==> config.mk <==
export PLATFORM = sky130hd
export DESIGN_NAME = qpack_instruction_delimiter_flat
export DESIGN_NICKNAME = d
export VERILOG_FILES = /design/src/rtl/qid_pkg.sv /design/src/rtl/qid_byte_if.sv /design/src/rtl/qid_result_if.sv /design/src/rtl/qpack_instruction_delimiter.sv /design/src/flat_wrapper.sv
export SDC_FILE = /design/constraint.sdc
export NUM_CORES = 1
export LEC_CHECK = 0
export ABC_CLOCK_PERIOD_IN_PS = 5500
export BUFFER_PORTS_ARGS = -buffer_cell sky130_fd_sc_hd__buf_2
export CORE_MARGIN = 1.5
export CORE_UTILIZATION = 26
export CTS_CLUSTER_DIAMETER = 50
export DETAILED_ROUTE_END_ITERATION = 8
export SLEW_MARGIN = 10
export SYNTH_ARGS = -nofsm -noshare
export SYNTH_HDL_FRONTEND = slang
export SYNTH_SLANG_ARGS = --single-unit
==> constraint.sdc <==
create_clock -name clk -period 5.5 [get_ports clk]
set_clock_uncertainty 0.1 [all_clocks]
set_input_delay 0.55 -clock clk [delete_from_list [all_inputs] [get_ports clk]]
set_output_delay 0.55 -clock clk [all_outputs]
set_load 0.03 [all_outputs]
==> src/rtl/qid_pkg.sv <==
package qid_pkg;

    // Result status codes
    typedef enum logic [1:0] {
        STATUS_BUSY    = 2'd0,
        STATUS_DONE    = 2'd1,
        STATUS_INVALID = 2'd2
    } status_t;

    // Instruction kinds
    typedef enum logic [2:0] {
        KIND_SET_CAPACITY = 3'd0,
        KIND_NAME_REF     = 3'd1,
        KIND_LITERAL_NAME = 3'd2,
        KIND_DUPLICATE    = 3'd3,
        KIND_SECTION_ACK  = 3'd4,
        KIND_CANCEL_INCR  = 3'd5
    } kind_t;

    // Parser phase
    typedef enum logic [1:0] {
        PH_IDLE    = 2'd0,
        PH_INTCONT = 2'd1,
        PH_STRHEAD = 2'd2,
        PH_PAYLOAD = 2'd3
    } phase_t;

    // What the integer being decoded is for
    typedef enum logic [1:0] {
        ROLE_LAST  = 2'd0,
        ROLE_INDEX = 2'd1,
        ROLE_NAME  = 2'd2,
        ROLE_VALUE = 2'd3
    } role_t;

    localparam int ByteW   = 8;
    localparam int LenW    = 32;
    localparam int IntW    = 64;
    localparam int ShiftW  = 6;
    localparam int ChunkW  = 7;
    localparam int WideW   = IntW + ChunkW;

    localparam logic [ByteW-1:0] MASK_P5 = 8'h1f;
    localparam logic [ByteW-1:0] MASK_P6 = 8'h3f;
    localparam logic [ByteW-1:0] MASK_P7 = 8'h7f;

    localparam logic [ShiftW-1:0] SHIFT_LIMIT = 6'd63;
    localparam logic [ShiftW-1:0] SHIFT_STEP  = 6'd7;
    localparam logic [LenW-1:0]   LEN_MAX     = 32'hffff_ffff;

endpackage

==> src/rtl/qid_byte_if.sv <==
interface qid_byte_if;
    logic                         valid;
    logic                         ready;
    logic [qid_pkg::ByteW-1:0]    data_byte;

    modport source (output valid, output data_byte, input ready);
    modport sink   (input valid, input data_byte, output ready);
endinterface

==> src/rtl/qid_result_if.sv <==
interface qid_result_if;
    logic                         valid;
    logic                         ready;
    logic [1:0]                   status;
    logic [2:0]                   instruction_kind;
    logic [qid_pkg::LenW-1:0]     instruction_length;

    modport source (output valid, output status, output instruction_kind,
                    output instruction_length, input ready);
    modport sink   (input valid, input status, input instruction_kind,
                    input instruction_length, output ready);
endinterface

==> src/rtl/qpack_instruction_delimiter.sv <==
// Channel   Dir  Payload                                          Beat
// stream    in   data_byte[7:0]                                   one stream byte
// result    out  status[1:0], instruction_kind[2:0],              one result per byte
//                instruction_length[31:0]
// cfg       in   cfg_we, cfg_wdata (stream_kind)                  write, no handshake
//
// One byte per cycle sustained while result.ready is high; a byte passes the byte register, then the result register.
// Byte register -> one pass of parse logic (71-bit add for the integer step) -> result register.
// Parse state advances only when the byte register hands its beat to the result register.
// A stalled result holds the byte register; stream.ready follows result.ready combinationally.
// rst_n clears parse state, the sticky error and stream_kind; no clearing pass.
module qpack_instruction_delimiter
(
    input  logic                clk,
    input  logic                rst_n,
    qid_byte_if.sink            stream,
    qid_result_if.source        result,
    input  logic                cfg_we,
    input  logic                cfg_wdata
);

    // ---------------------------------------------------------------
    // Configuration
    // ---------------------------------------------------------------
    logic stream_kind_reg;

    always_ff @(posedge clk or negedge rst_n)
    begin
        if (!rst_n)
        begin
            stream_kind_reg <= 1'b0;
        end
        else if (cfg_we)
        begin
            stream_kind_reg <= cfg_wdata;
        end
    end

    // ---------------------------------------------------------------
    // Byte register and result register handshake
    // ---------------------------------------------------------------
    logic                       s1_valid_reg;
    logic [qid_pkg::ByteW-1:0]  s1_byte_reg;
    logic                       out_valid_reg;
    logic                       s1_fire;
    logic                       in_fire;

    assign s1_fire      = s1_valid_reg && (!out_valid_reg || result.ready);
    assign stream.ready = !s1_valid_reg || s1_fire;
    assign in_fire      = stream.valid && stream.ready;

    always_ff @(posedge clk or negedge rst_n)
    begin
        if (!rst_n)
        begin
            s1_valid_reg  <= 1'b0;
            out_valid_reg <= 1'b0;
        end
        else
        begin
            if (in_fire)
            begin
                s1_valid_reg <= 1'b1;
            end
            else if (s1_fire)
            begin
                s1_valid_reg <= 1'b0;
            end

            if (s1_fire)
            begin
                out_valid_reg <= 1'b1;
            end
            else if (result.ready)
            begin
                out_valid_reg <= 1'b0;
            end
        end
    end

    always_ff @(posedge clk)
    begin
        if (in_fire)
        begin
            s1_byte_reg <= stream.data_byte;
        end
    end

    // ---------------------------------------------------------------
    // Parse state
    // ---------------------------------------------------------------
    qid_pkg::phase_t            phase_reg,  phase_next;
    qid_pkg::role_t             role_reg,   role_next;
    logic [qid_pkg::IntW-1:0]   acc_reg,    acc_next;
    logic [qid_pkg::ShiftW-1:0] shift_reg,  shift_next;
    logic [qid_pkg::IntW-1:0]   pay_reg,    pay_next;
    logic [qid_pkg::LenW-1:0]   count_reg,  count_next;
    qid_pkg::kind_t             kind_reg,   kind_next;
    logic                       error_reg,  error_next;

    // parse-pass temporaries
    logic                       head;       // byte opens a prefixed integer
    logic [qid_pkg::ByteW-1:0]  hmask;      // its prefix mask
    logic [qid_pkg::ByteW-1:0]  hval;
    logic                       int_end;
    logic [qid_pkg::IntW-1:0]   int_val;
    logic                       done;
    logic                       inv;
    logic [qid_pkg::WideW-1:0]  shifted;
    logic [qid_pkg::WideW-1:0]  sum;
    qid_pkg::status_t           status_next;

    always_comb
    begin
        phase_next = phase_reg;
        role_next  = role_reg;
        acc_next   = acc_reg;
        shift_next = shift_reg;
        pay_next   = pay_reg;
        count_next = count_reg;
        kind_next  = kind_reg;
        error_next = error_reg;
        head       = 1'b0;
        hmask      = qid_pkg::MASK_P7;
        hval       = '0;
        int_end    = 1'b0;
        int_val    = '0;
        done       = 1'b0;
        inv        = 1'b0;
        shifted    = qid_pkg::WideW'(s1_byte_reg[qid_pkg::ChunkW-1:0]) << shift_reg;
        sum        = qid_pkg::WideW'(acc_reg) + shifted;

        if (error_reg)
        begin
            // sticky: hold kind and length from the failing byte
            inv = 1'b1;
        end
        else if (phase_reg == qid_pkg::PH_IDLE)
        begin
            count_next = qid_pkg::LenW'(1);
            head       = 1'b1;
            if (!stream_kind_reg)
            begin
                if (s1_byte_reg[7:5] == 3'b001)
                begin
                    kind_next = qid_pkg::KIND_SET_CAPACITY;
                    role_next = qid_pkg::ROLE_LAST;
                    hmask     = qid_pkg::MASK_P5;
                end
                else if (s1_byte_reg[7])
                begin
                    kind_next = qid_pkg::KIND_NAME_REF;
                    role_next = qid_pkg::ROLE_INDEX;
                    hmask     = qid_pkg::MASK_P6;
                end
                else if (s1_byte_reg[6])
                begin
                    kind_next = qid_pkg::KIND_LITERAL_NAME;
                    role_next = qid_pkg::ROLE_NAME;
                    hmask     = qid_pkg::MASK_P5;
                end
                else
                begin
                    kind_next = qid_pkg::KIND_DUPLICATE;
                    role_next = qid_pkg::ROLE_LAST;
                    hmask     = qid_pkg::MASK_P5;
                end
            end
            else
            begin
                role_next = qid_pkg::ROLE_LAST;
                if (s1_byte_reg[7])
                begin
                    kind_next = qid_pkg::KIND_SECTION_ACK;
                    hmask     = qid_pkg::MASK_P7;
                end
                else
                begin
                    kind_next = qid_pkg::KIND_CANCEL_INCR;
                    hmask     = qid_pkg::MASK_P6;
                end
            end
        end
        else
        begin
            if (count_reg != qid_pkg::LEN_MAX)
            begin
                count_next = count_reg + qid_pkg::LenW'(1);
            end

            case (phase_reg)
                qid_pkg::PH_INTCONT:
                begin
                    // overflow when the shift has reached 63 or the chunk would carry past 64 bits
                    if (shift_reg >= qid_pkg::SHIFT_LIMIT
                        || (|sum[qid_pkg::WideW-1:qid_pkg::IntW]))
                    begin
                        error_next = 1'b1;
                        inv        = 1'b1;
                    end
                    else
                    begin
                        acc_next = sum[qid_pkg::IntW-1:0];
                        if (!s1_byte_reg[7])
                        begin
                            int_end = 1'b1;
                            int_val = sum[qid_pkg::IntW-1:0];
                        end
                        else
                        begin
                            shift_next = shift_reg + qid_pkg::SHIFT_STEP;
                        end
                    end
                end
                qid_pkg::PH_STRHEAD:
                begin
                    head  = 1'b1;
                    hmask = qid_pkg::MASK_P7;
                end
                qid_pkg::PH_PAYLOAD:
                begin
                    pay_next = pay_reg - qid_pkg::IntW'(1);
                    if (pay_reg == qid_pkg::IntW'(1))
                    begin
                        if (role_reg == qid_pkg::ROLE_NAME)
                        begin
                            role_next  = qid_pkg::ROLE_VALUE;
                            phase_next = qid_pkg::PH_STRHEAD;
                        end
                        else
                        begin
                            phase_next = qid_pkg::PH_IDLE;
                            done       = 1'b1;
                        end
                    end
                end
                default:
                begin
                    phase_next = qid_pkg::PH_IDLE;
                end
            endcase
        end

        // leading byte of a prefixed integer
        if (head)
        begin
            hval = s1_byte_reg & hmask;
            if (hval < hmask)
            begin
                int_end = 1'b1;
                int_val = qid_pkg::IntW'(hval);
            end
            else
            begin
                acc_next   = qid_pkg::IntW'(hmask);
                shift_next = '0;
                phase_next = qid_pkg::PH_INTCONT;
            end
        end

        // integer finished: move to the next field of the instruction
        if (int_end)
        begin
            case (role_next)
                qid_pkg::ROLE_INDEX:
                begin
                    role_next  = qid_pkg::ROLE_VALUE;
                    phase_next = qid_pkg::PH_STRHEAD;
                end
                qid_pkg::ROLE_NAME:
                begin
                    if (int_val == '0)
                    begin
                        role_next  = qid_pkg::ROLE_VALUE;
                        phase_next = qid_pkg::PH_STRHEAD;
                    end
                    else
                    begin
                        pay_next   = int_val;
                        phase_next = qid_pkg::PH_PAYLOAD;
                    end
                end
                qid_pkg::ROLE_VALUE:
                begin
                    if (int_val == '0)
                    begin
                        phase_next = qid_pkg::PH_IDLE;
                        done       = 1'b1;
                    end
                    else
                    begin
                        pay_next   = int_val;
                        phase_next = qid_pkg::PH_PAYLOAD;
                    end
                end
                default:
                begin
                    phase_next = qid_pkg::PH_IDLE;
                    done       = 1'b1;
                end
            endcase
        end

        if (inv)
        begin
            status_next = qid_pkg::STATUS_INVALID;
        end
        else if (done)
        begin
            status_next = qid_pkg::STATUS_DONE;
        end
        else
        begin
            status_next = qid_pkg::STATUS_BUSY;
        end
    end

    always_ff @(posedge clk or negedge rst_n)
    begin
        if (!rst_n)
        begin
            phase_reg <= qid_pkg::PH_IDLE;
            role_reg  <= qid_pkg::ROLE_LAST;
            acc_reg   <= '0;
            shift_reg <= '0;
            pay_reg   <= '0;
            count_reg <= '0;
            kind_reg  <= qid_pkg::KIND_SET_CAPACITY;
            error_reg <= 1'b0;
        end
        else if (s1_fire)
        begin
            phase_reg <= phase_next;
            role_reg  <= role_next;
            acc_reg   <= acc_next;
            shift_reg <= shift_next;
            pay_reg   <= pay_next;
            count_reg <= count_next;
            kind_reg  <= kind_next;
            error_reg <= error_next;
        end
    end

    // ---------------------------------------------------------------
    // Result register
    // ---------------------------------------------------------------
    qid_pkg::status_t           res_status_reg;
    qid_pkg::kind_t             res_kind_reg;
    logic [qid_pkg::LenW-1:0]   res_len_reg;

    always_ff @(posedge clk)
    begin
        if (s1_fire)
        begin
            res_status_reg <= status_next;
            res_kind_reg   <= kind_next;
            res_len_reg    <= count_next;
        end
    end

    assign result.valid              = out_valid_reg;
    assign result.status             = res_status_reg;
    assign result.instruction_kind   = res_kind_reg;
    assign result.instruction_length = res_len_reg;

`ifndef SYNTHESIS
    // error is sticky
    a_error_sticky: assert property (@(posedge clk) disable iff (!rst_n)
        error_reg |=> error_reg)
        else $error("sticky error cleared");

    // every beat taken in the error state reports invalid
    a_error_status: assert property (@(posedge clk) disable iff (!rst_n)
        (s1_fire && error_reg) |=> (res_status_reg == qid_pkg::STATUS_INVALID))
        else $error("beat after error not reported invalid");

    // a completed instruction leaves the parser idle
    a_done_idle: assert property (@(posedge clk) disable iff (!rst_n)
        (s1_fire && status_next == qid_pkg::STATUS_DONE)
        |=> (phase_reg == qid_pkg::PH_IDLE))
        else $error("instruction complete but parser not idle");

    // mid-instruction the length is never zero
    a_count_live: assert property (@(posedge clk) disable iff (!rst_n)
        (phase_reg != qid_pkg::PH_IDLE) |-> (count_reg != '0))
        else $error("zero length inside an instruction");

    // a payload phase always has bytes left
    a_payload_left: assert property (@(posedge clk) disable iff (!rst_n)
        (phase_reg == qid_pkg::PH_PAYLOAD && !error_reg) |-> (pay_reg != '0))
        else $error("payload phase with nothing remaining");
`endif

endmodule
==> src/flat_wrapper.sv <==
// flat-port wrapper written by rule: the top's interface ports become plain ports
module qpack_instruction_delimiter_flat 
  (clk, rst_n, cfg_we, cfg_wdata, stream_valid, stream_data_byte, stream_ready, result_valid, result_status, result_instruction_kind, result_instruction_length, result_ready);
  qid_byte_if stream_i ();
  qid_result_if result_i ();
  input  logic clk;
  input  logic rst_n;
  input  logic cfg_we;
  input  logic cfg_wdata;
  input wire logic [$bits(stream_i.valid)-1:0] stream_valid;
  input wire logic [$bits(stream_i.data_byte)-1:0] stream_data_byte;
  output wire logic [$bits(stream_i.ready)-1:0] stream_ready;
  output wire logic [$bits(result_i.valid)-1:0] result_valid;
  output wire logic [$bits(result_i.status)-1:0] result_status;
  output wire logic [$bits(result_i.instruction_kind)-1:0] result_instruction_kind;
  output wire logic [$bits(result_i.instruction_length)-1:0] result_instruction_length;
  input wire logic [$bits(result_i.ready)-1:0] result_ready;
  assign stream_i.valid = stream_valid;
  assign stream_i.data_byte = stream_data_byte;
  assign stream_ready = stream_i.ready;
  assign result_valid = result_i.valid;
  assign result_status = result_i.status;
  assign result_instruction_kind = result_i.instruction_kind;
  assign result_instruction_length = result_i.instruction_length;
  assign result_i.ready = result_ready;
  qpack_instruction_delimiter u_core (.clk(clk), .rst_n(rst_n), .stream(stream_i), .result(result_i), .cfg_we(cfg_we), .cfg_wdata(cfg_wdata));
endmodule
# After elaboration in Yosys (flattened, before gate mapping)
# Cells that the tools add are included.
dict set report totals {
  ff_bits 222
  inputBits 14
}
dict set report classes {
  add_sub_neg 4
  n_lt_le_gt_ge 2
  eq_ne 10
  n_shift 1
  n_mux 92
  n_bitwise 1
  n_reduce_logical 15
}
# operator n
set op_table {}
lappend op_table {{$mux W64} 19}
lappend op_table {{$mux W32} 3}
lappend op_table {{$add A64 B71 Y71} 1}
lappend op_table {{$shl A7 B6 Y71} 1}
lappend op_table {{$eq A64 B1 Y1 const B} 1}
lappend op_table {{$logic_not A64 Y1} 1}
lappend op_table {{$sub A64 B1 Y64 const B} 1}
lappend op_table {{$mux W6} 8}
lappend op_table {{$mux W2} 19}
lappend op_table {{$add A32 B1 Y32 const B} 1}
lappend op_table {{$mux W8} 4}
lappend op_table {{$ne A32 B32 Y1 const B} 1}
lappend op_table {{$mux W1} 29}
lappend op_table {{$mux W3} 5}
lappend op_table {{$eq A2 B2 Y1 const B} 5}
lappend op_table {{$and A8 B8 Y8} 1}
lappend op_table {{$lt A8 B8 Y1} 1}
lappend op_table {{$pmux W2 S2} 2}
lappend op_table {{$mux W7} 1}
lappend op_table {{$reduce_or A7 Y1} 1}
lappend op_table {{$add A6 B3 Y6 const B} 1}
lappend op_table {{$ge A6 B6 Y1 const B} 1}
lappend op_table {{$pmux W2 S3} 1}
lappend op_table {{$reduce_or A2 Y1} 3}
lappend op_table {{other kinds (8)} 14}

# Longest topological paths before layout
dict set report depth {
  ltp_word 15
  depth_mapped 28
  depth_no_buf 22
}

# Worst setup path before layout
# No wires, ideal clock.
dict set report synth_timing {
  path_type {reg-to-reg}
  startpoint {register u_core.shift_reg[0] (netlist name)}
  endpoint {register u_core.acc_reg[3] (netlist name)}
  setup_time_ps 121
  arrival_ps 5255
  path_slack_ps 23
  stages_incl_launch_ff 25
  n_path_buf 6
  synth_period_minus_slack_ps 5477
  path_cell_list {dfrtp_1 buf_2 buf_4 mux2i_1 and2_1 o31ai_1 nand2_1 o21ai_0 and2_1 ha_1 clkbuf_1 nand2_1 nor3_1 nand3_1 a311o_1 or3_1 o221a_2 xor2_1 o21ai_1 or4_1 buf_2 or2_1 clkbuf_1 clkbuf_1 o22a_1}
}
dict set report synth_via {
  elab_chain_cells 10
  elab_cells_between_ends 11
  classes_between {add/sub: 1; order compare: 1; shift: 1; mux: 6; reduce/logical: 2}
}
# element line_no
set synth_rtl {}
lappend synth_rtl {{start, declared} qpack_instruction_delimiter.sv:95} ;# logic [qid_pkg::ShiftW-1:0] shift_reg, shift_next;
lappend synth_rtl {{start signal, assigned} qpack_instruction_delimiter.sv:336} ;# shift_reg <= shift_next;
lappend synth_rtl {{$shl A7 B6 Y71} qpack_instruction_delimiter.sv:130} ;# shifted = qid_pkg::WideW'(s1_byte_reg[qid_pkg::ChunkW-1:0]) << shift_reg;
lappend synth_rtl {{$add A64 B71 Y71} qpack_instruction_delimiter.sv:131} ;# sum = qid_pkg::WideW'(acc_reg) + shifted;
lappend synth_rtl {{$reduce_or A7 Y1} qpack_instruction_delimiter.sv:196} ;# || (|sum[qid_pkg::WideW-1:qid_pkg::IntW]))
lappend synth_rtl {{$logic_or A1 B1 Y1} qpack_instruction_delimiter.sv:196}
lappend synth_rtl {{$mux W64 (*)} qpack_instruction_delimiter.sv:195} ;# if (shift_reg >= qid_pkg::SHIFT_LIMIT
lappend synth_rtl {{$mux W64 (*)} qpack_instruction_delimiter.sv:191} ;# case (phase_reg)
lappend synth_rtl {{$mux W64 (*)} qpack_instruction_delimiter.sv:138} ;# else if (phase_reg == qid_pkg::PH_IDLE)
lappend synth_rtl {{$mux W64 (*)} qpack_instruction_delimiter.sv:133} ;# if (error_reg)
lappend synth_rtl {{$mux W64} qpack_instruction_delimiter.sv:248} ;# if (hval < hmask)
lappend synth_rtl {{$mux W64 (*)} qpack_instruction_delimiter.sv:245} ;# if (head)
lappend synth_rtl {{end signal, assigned} qpack_instruction_delimiter.sv:335} ;# acc_reg <= acc_next;
lappend synth_rtl {{end, declared} qpack_instruction_delimiter.sv:94} ;# logic [qid_pkg::IntW-1:0] acc_reg, acc_next;
# Every way passes the cells marked *; elsewhere a longest branch is shown, timed or not.
# A chain may end at the register's enable or synchronous reset.

# Final worst setup path
dict set report layout_timing {
  startpoint {register u_core.shift_reg[0] (netlist name)}
  endpoint {register u_core.acc_reg[28] (netlist name)}
}
# Same word-level chain as after synthesis.

==> results.py <==
metrics = {
    "power": {
        "totalPowerFinal_mw": 4.05,
        "pwr-share-seq": 0.428,
        "max-vdd-ir-drop_mv": 0.238,
        "switching_share": 0.258,
        "combinational_power_share": 0.080,
        "netSwitchingPower_mw": 1.05,
        "power.density_cell_area_nw_per_um2": 153,
        "clock_power_share": 0.492,
        "leakage_nw": 11.6,
        "p_int_mw": 3.00,
    },
    "placed_design": {
        "place.port_buffers": 52,
        "numPlacedInstances": 3502,
        "routabilityCongestion": 1.01,
        "detailed_place_hpwl_um": 54900,
    },
    "sta": {
        "min_period_over_period": 1.07,
        "timing.final.max_slew_violations": 0,
        "hold_viol_final": 0,
        "max_clock_freq_mhz": 170,
        "grt_setup_unrepaired": "yes",
        "slew_headroom": 0.275,
        "finalWorstSetupSlack_ns": -0.397,
        "transition_time_at_the_pin_with_the_least_slew_margin_ns": 1.09,
        "hold_slack_ns": 0.0197,
        "fin_crit_ns": 5.90,
        "finalSetupViolCount": 137,
    },
    "global_route": {
        "grt_antenna_before_repair": 1,
        "grt_max_degree": 97,
        "grt_pass1_vias": 18600,
        "globalRouteOverflowTotal": 0,
        "first_pass_grt_wire_length_um": 109000,
        "total_routing_usage_gr": 0.207,
    },
    "floorplan": {
        "die_height_um": 259,
        "die_w_um": 259,
        "rows": 93,
        "pin_count": 53,
        "start_util": 0.264,
        "core_area_um2": 64700,
        "dieArea_um2": 67200,
    },
    "layout": {
        "n_antenna_cell": 0,
        "finish.utilization": 0.408,
        "layout-drive-gt1-share": 0.391,
        "layout_area_overhead_pct": 54.7,
        "layoutNonFillerInstCount": 3666,
        "num-nets-final": 2878,
    },
    "hold_path": {
        "worstHoldPathType": "in -> reg",
        "hold-path-cell-count": 1,
        "worstHoldEndpoint": "u_core.s1_byte_reg[3]",
        "hp_start": "stream_data_byte[3]",
    },
    "status": {
        "violations": "setup timing",
        "status": "finished, violations left",
    },
    "clock_network": {
        "clock_sinks": 222,
        "clk_transition_reported_paths_ns": 0.06,
        "numCtsBuffers": 28,
        "maximum_buffer_depth_of_the_clock_tree": 3,
        "ctsHtreeMaxLevel": 1,
        "insertion_delay_ns": 0.60,
        "clock_tree_from_tritoncts": "yes",
        "root_buffer": "sky130_fd_sc_hd__clkbuf_16",
    },
    "detailed_routing": {
        "dr_vias": 19900,
        "drt_pre_antenna_iters": 5,
        "post-route-drc-count": 0,
        "routed_wire_length_per_instance_um": 20.6,
        "route.final.wire_length_um": 75400,
        "drt_iter0_drc": 2148,
        "routed_via_density": 5.42,
        "drtAntennaViolNets": 0,
    },
    "synthesis": {
        "synth_edf_count": 45,
        "synth_seq_area_share": 0.339,
        "netlist_instances": 2167,
        "synthesized_area_um2": 17100,
        "synth_warnings": 0,
        "async_flop_share": 0.797,
        "synth-main-ff-cell": "sky130_fd_sc_hd__dfrtp_1",
        "synth.lib_cells_used.distinct": 99,
        "register_bit_count_reported_by_yosys": 222,
        "syn_nets": 2256,
        "synth.avg_cell_area_um2": 7.88,
    },
    "flow_run": {
        "max_cap_viol_count": 0,
    },
    "setup_path": {
        "critPathMaxFanout": 7,
        "r2r_slack_ns": -0.40,
        "worst_setup_path_start_kind": "flip-flop",
        "crit_type": "reg -> reg",
        "worstReg2RegEnd": "u_core.acc_reg[28]",
        "worst-path-buf-inv": 8,
        "worstPathArrival_ns": 6.28,
        "r2r.worst_path.cells": 26,
        "r2r-start": "u_core.shift_reg[0]",
        "crit_path_end_kind": "flip-flop",
        "critPathSlowestCell": "sky130_fd_sc_hd__mux4_2",
        "slowest_delay_ns": 0.59,
        "data_required_critical_path_ns": 5.88,
        "critical_path.top_delay_family": "simple AND/OR/NAND/NOR gates",
    },
}
metal layers:
metal	wire, um	track usage	up-vias	part of all wire
met5	0	0	-	0
met4	4240	0.0875	0	0.056
met3	5830	0.0318	212	0.077
met2	33200	0.330	829	0.44
met1	32100	0.279	9616	0.43
li1	-	-	9214	-
power by group through the flow:
stage | combinational [mW] | clock (mW) | sequential [mW]
3_5_place_dp | 0.277 | 0 | 1.76
5_1_grt | 0.348 | 2.08 | 1.74
6_report | 0.323 | 1.99 | 1.73
3_3_place_gp | 0.275 | 0 | 1.76
2_1_floorplan | 0.108 | 0 | 1.80
4_1_cts | 0.306 | 2.01 | 1.73
timing repair:
action	CTS	global route
pin swaps	79	62
endpoints found under the hold margin	25	0
buffers inserted	63	27
resized for setup	302	234
hold buffers	1	0
cloned	6	19
endpoints found under the setup margin	140	139
synthesized netlist by cell type (24+ instances only):
cell / number / area (um2)
sky130_fd_sc_hd__a21o_1: 26 / 195
sky130_fd_sc_hd__xnor2_1: 40 / 350
sky130_fd_sc_hd__nand2_1: 311 / 1170
sky130_fd_sc_hd__dfrtp_1: 177 / 4430
sky130_fd_sc_hd__nor2_1: 285 / 1070
sky130_fd_sc_hd__edfxtp_1: 45 / 1350
sky130_fd_sc_hd__buf_2: 28 / 140
sky130_fd_sc_hd__inv_1: 67 / 251
sky130_fd_sc_hd__o21ai_1: 36 / 180
sky130_fd_sc_hd__and2_1: 24 / 150
sky130_fd_sc_hd__o21ai_0: 158 / 791
sky130_fd_sc_hd__nor4_1: 38 / 238
sky130_fd_sc_hd__a21oi_1: 121 / 606
sky130_fd_sc_hd__nor3_1: 77 / 385
sky130_fd_sc_hd__ha_1: 74 / 926
sky130_fd_sc_hd__nand4_1: 49 / 307
sky130_fd_sc_hd__xor2_1: 38 / 333
sky130_fd_sc_hd__a221o_1: 43 / 430
sky130_fd_sc_hd__clkbuf_1: 65 / 244
sky130_fd_sc_hd__nand3_1: 54 / 270
sky130_fd_sc_hd__or3_1: 31 / 194
logic make-up after synthesis:
kind of cell             after synthesis  synth area share
multiplexers                          16            0.0113
XOR/XNOR                              78            0.0400
buffers and inverters                176            0.0427
AND/OR/NAND/NOR                     1005             0.281
AO/OA/AOI/OAI                        595             0.231
adder cells (fa/ha/maj)               75            0.0554
flip-flops                           222             0.339
stage by stage:
step | setup slack (ns) | cell area [um2] | setup TNS, ns
floorplan | 0.0235 | 17100 | 0
global placement | -1.15 | 22100 | -109.55
detailed placement | -1.27 | 22100 | -117.24
CTS | -0.257 | 24900 | -13.56
global route | -0.563 | 26400 | -67.12
finish | -0.397 | 26400 | -44.23
layout by cell type (no fill, tap or decap), types with 17 or more instances in the layout:
cell / count
sky130_fd_sc_hd__nor2_2: 33
sky130_fd_sc_hd__nor3_1: 67
sky130_fd_sc_hd__and2_1: 21
sky130_fd_sc_hd__a21oi_2: 33
sky130_fd_sc_hd__or3_1: 24
sky130_fd_sc_hd__edfxtp_1: 45
sky130_fd_sc_hd__nor2_1: 228
sky130_fd_sc_hd__o21ai_1: 70
sky130_fd_sc_hd__a21oi_1: 81
sky130_fd_sc_hd__buf_4: 558
sky130_fd_sc_hd__nand3_1: 46
sky130_fd_sc_hd__nor2b_1: 19
sky130_fd_sc_hd__buf_2: 51
sky130_fd_sc_hd__o21ai_2: 25
sky130_fd_sc_hd__a221o_1: 43
sky130_fd_sc_hd__inv_1: 64
sky130_fd_sc_hd__buf_12: 25
sky130_fd_sc_hd__a21o_1: 26
sky130_fd_sc_hd__dfrtp_1: 176
sky130_fd_sc_hd__o21ai_0: 97
sky130_fd_sc_hd__ha_4: 19
sky130_fd_sc_hd__xor2_1: 36
sky130_fd_sc_hd__nand2_1: 257
sky130_fd_sc_hd__and3_1: 17
sky130_fd_sc_hd__ha_1: 51
sky130_fd_sc_hd__xnor2_1: 34
sky130_fd_sc_hd__buf_6: 40
sky130_fd_sc_hd__nor4_1: 31
sky130_fd_sc_hd__nor2_4: 29
sky130_fd_sc_hd__clkbuf_16: 40
sky130_fd_sc_hd__nand2b_1: 19
sky130_fd_sc_hd__nand4_1: 49
sky130_fd_sc_hd__nand2_2: 37
worst max-delay path by stage:
stage	start	end	slack (ns)	depth (start not counted)
finish	u_core.shift_reg[0]	u_core.acc_reg[28]	-0.40	26
global route	u_core.shift_reg[0]	u_core.pay_reg[33]	-0.56	24
CTS	u_core.shift_reg[0]	u_core.pay_reg[62]	-0.26	24
detailed placement	u_core.shift_reg[0]	u_core.pay_reg[52]	-1.27	21
global placement	u_core.shift_reg[0]	u_core.pay_reg[9]	-1.15	21
floorplan	u_core.shift_reg[0]	u_core.acc_reg[3]	0.02	24
area by class of cell:
type	instances	area [um2]
Timing Repair Buffer	695	5850
Inverter	69	264
Multi-Input combinational cell	1773	12500
Clock buffer	34	723
Tap cell	855	1070
Fill cell	6376	38300
Sequential cell	222	5780
Clock inverter	18	260
No activity file was read; power rests on OpenSTA's default activity.
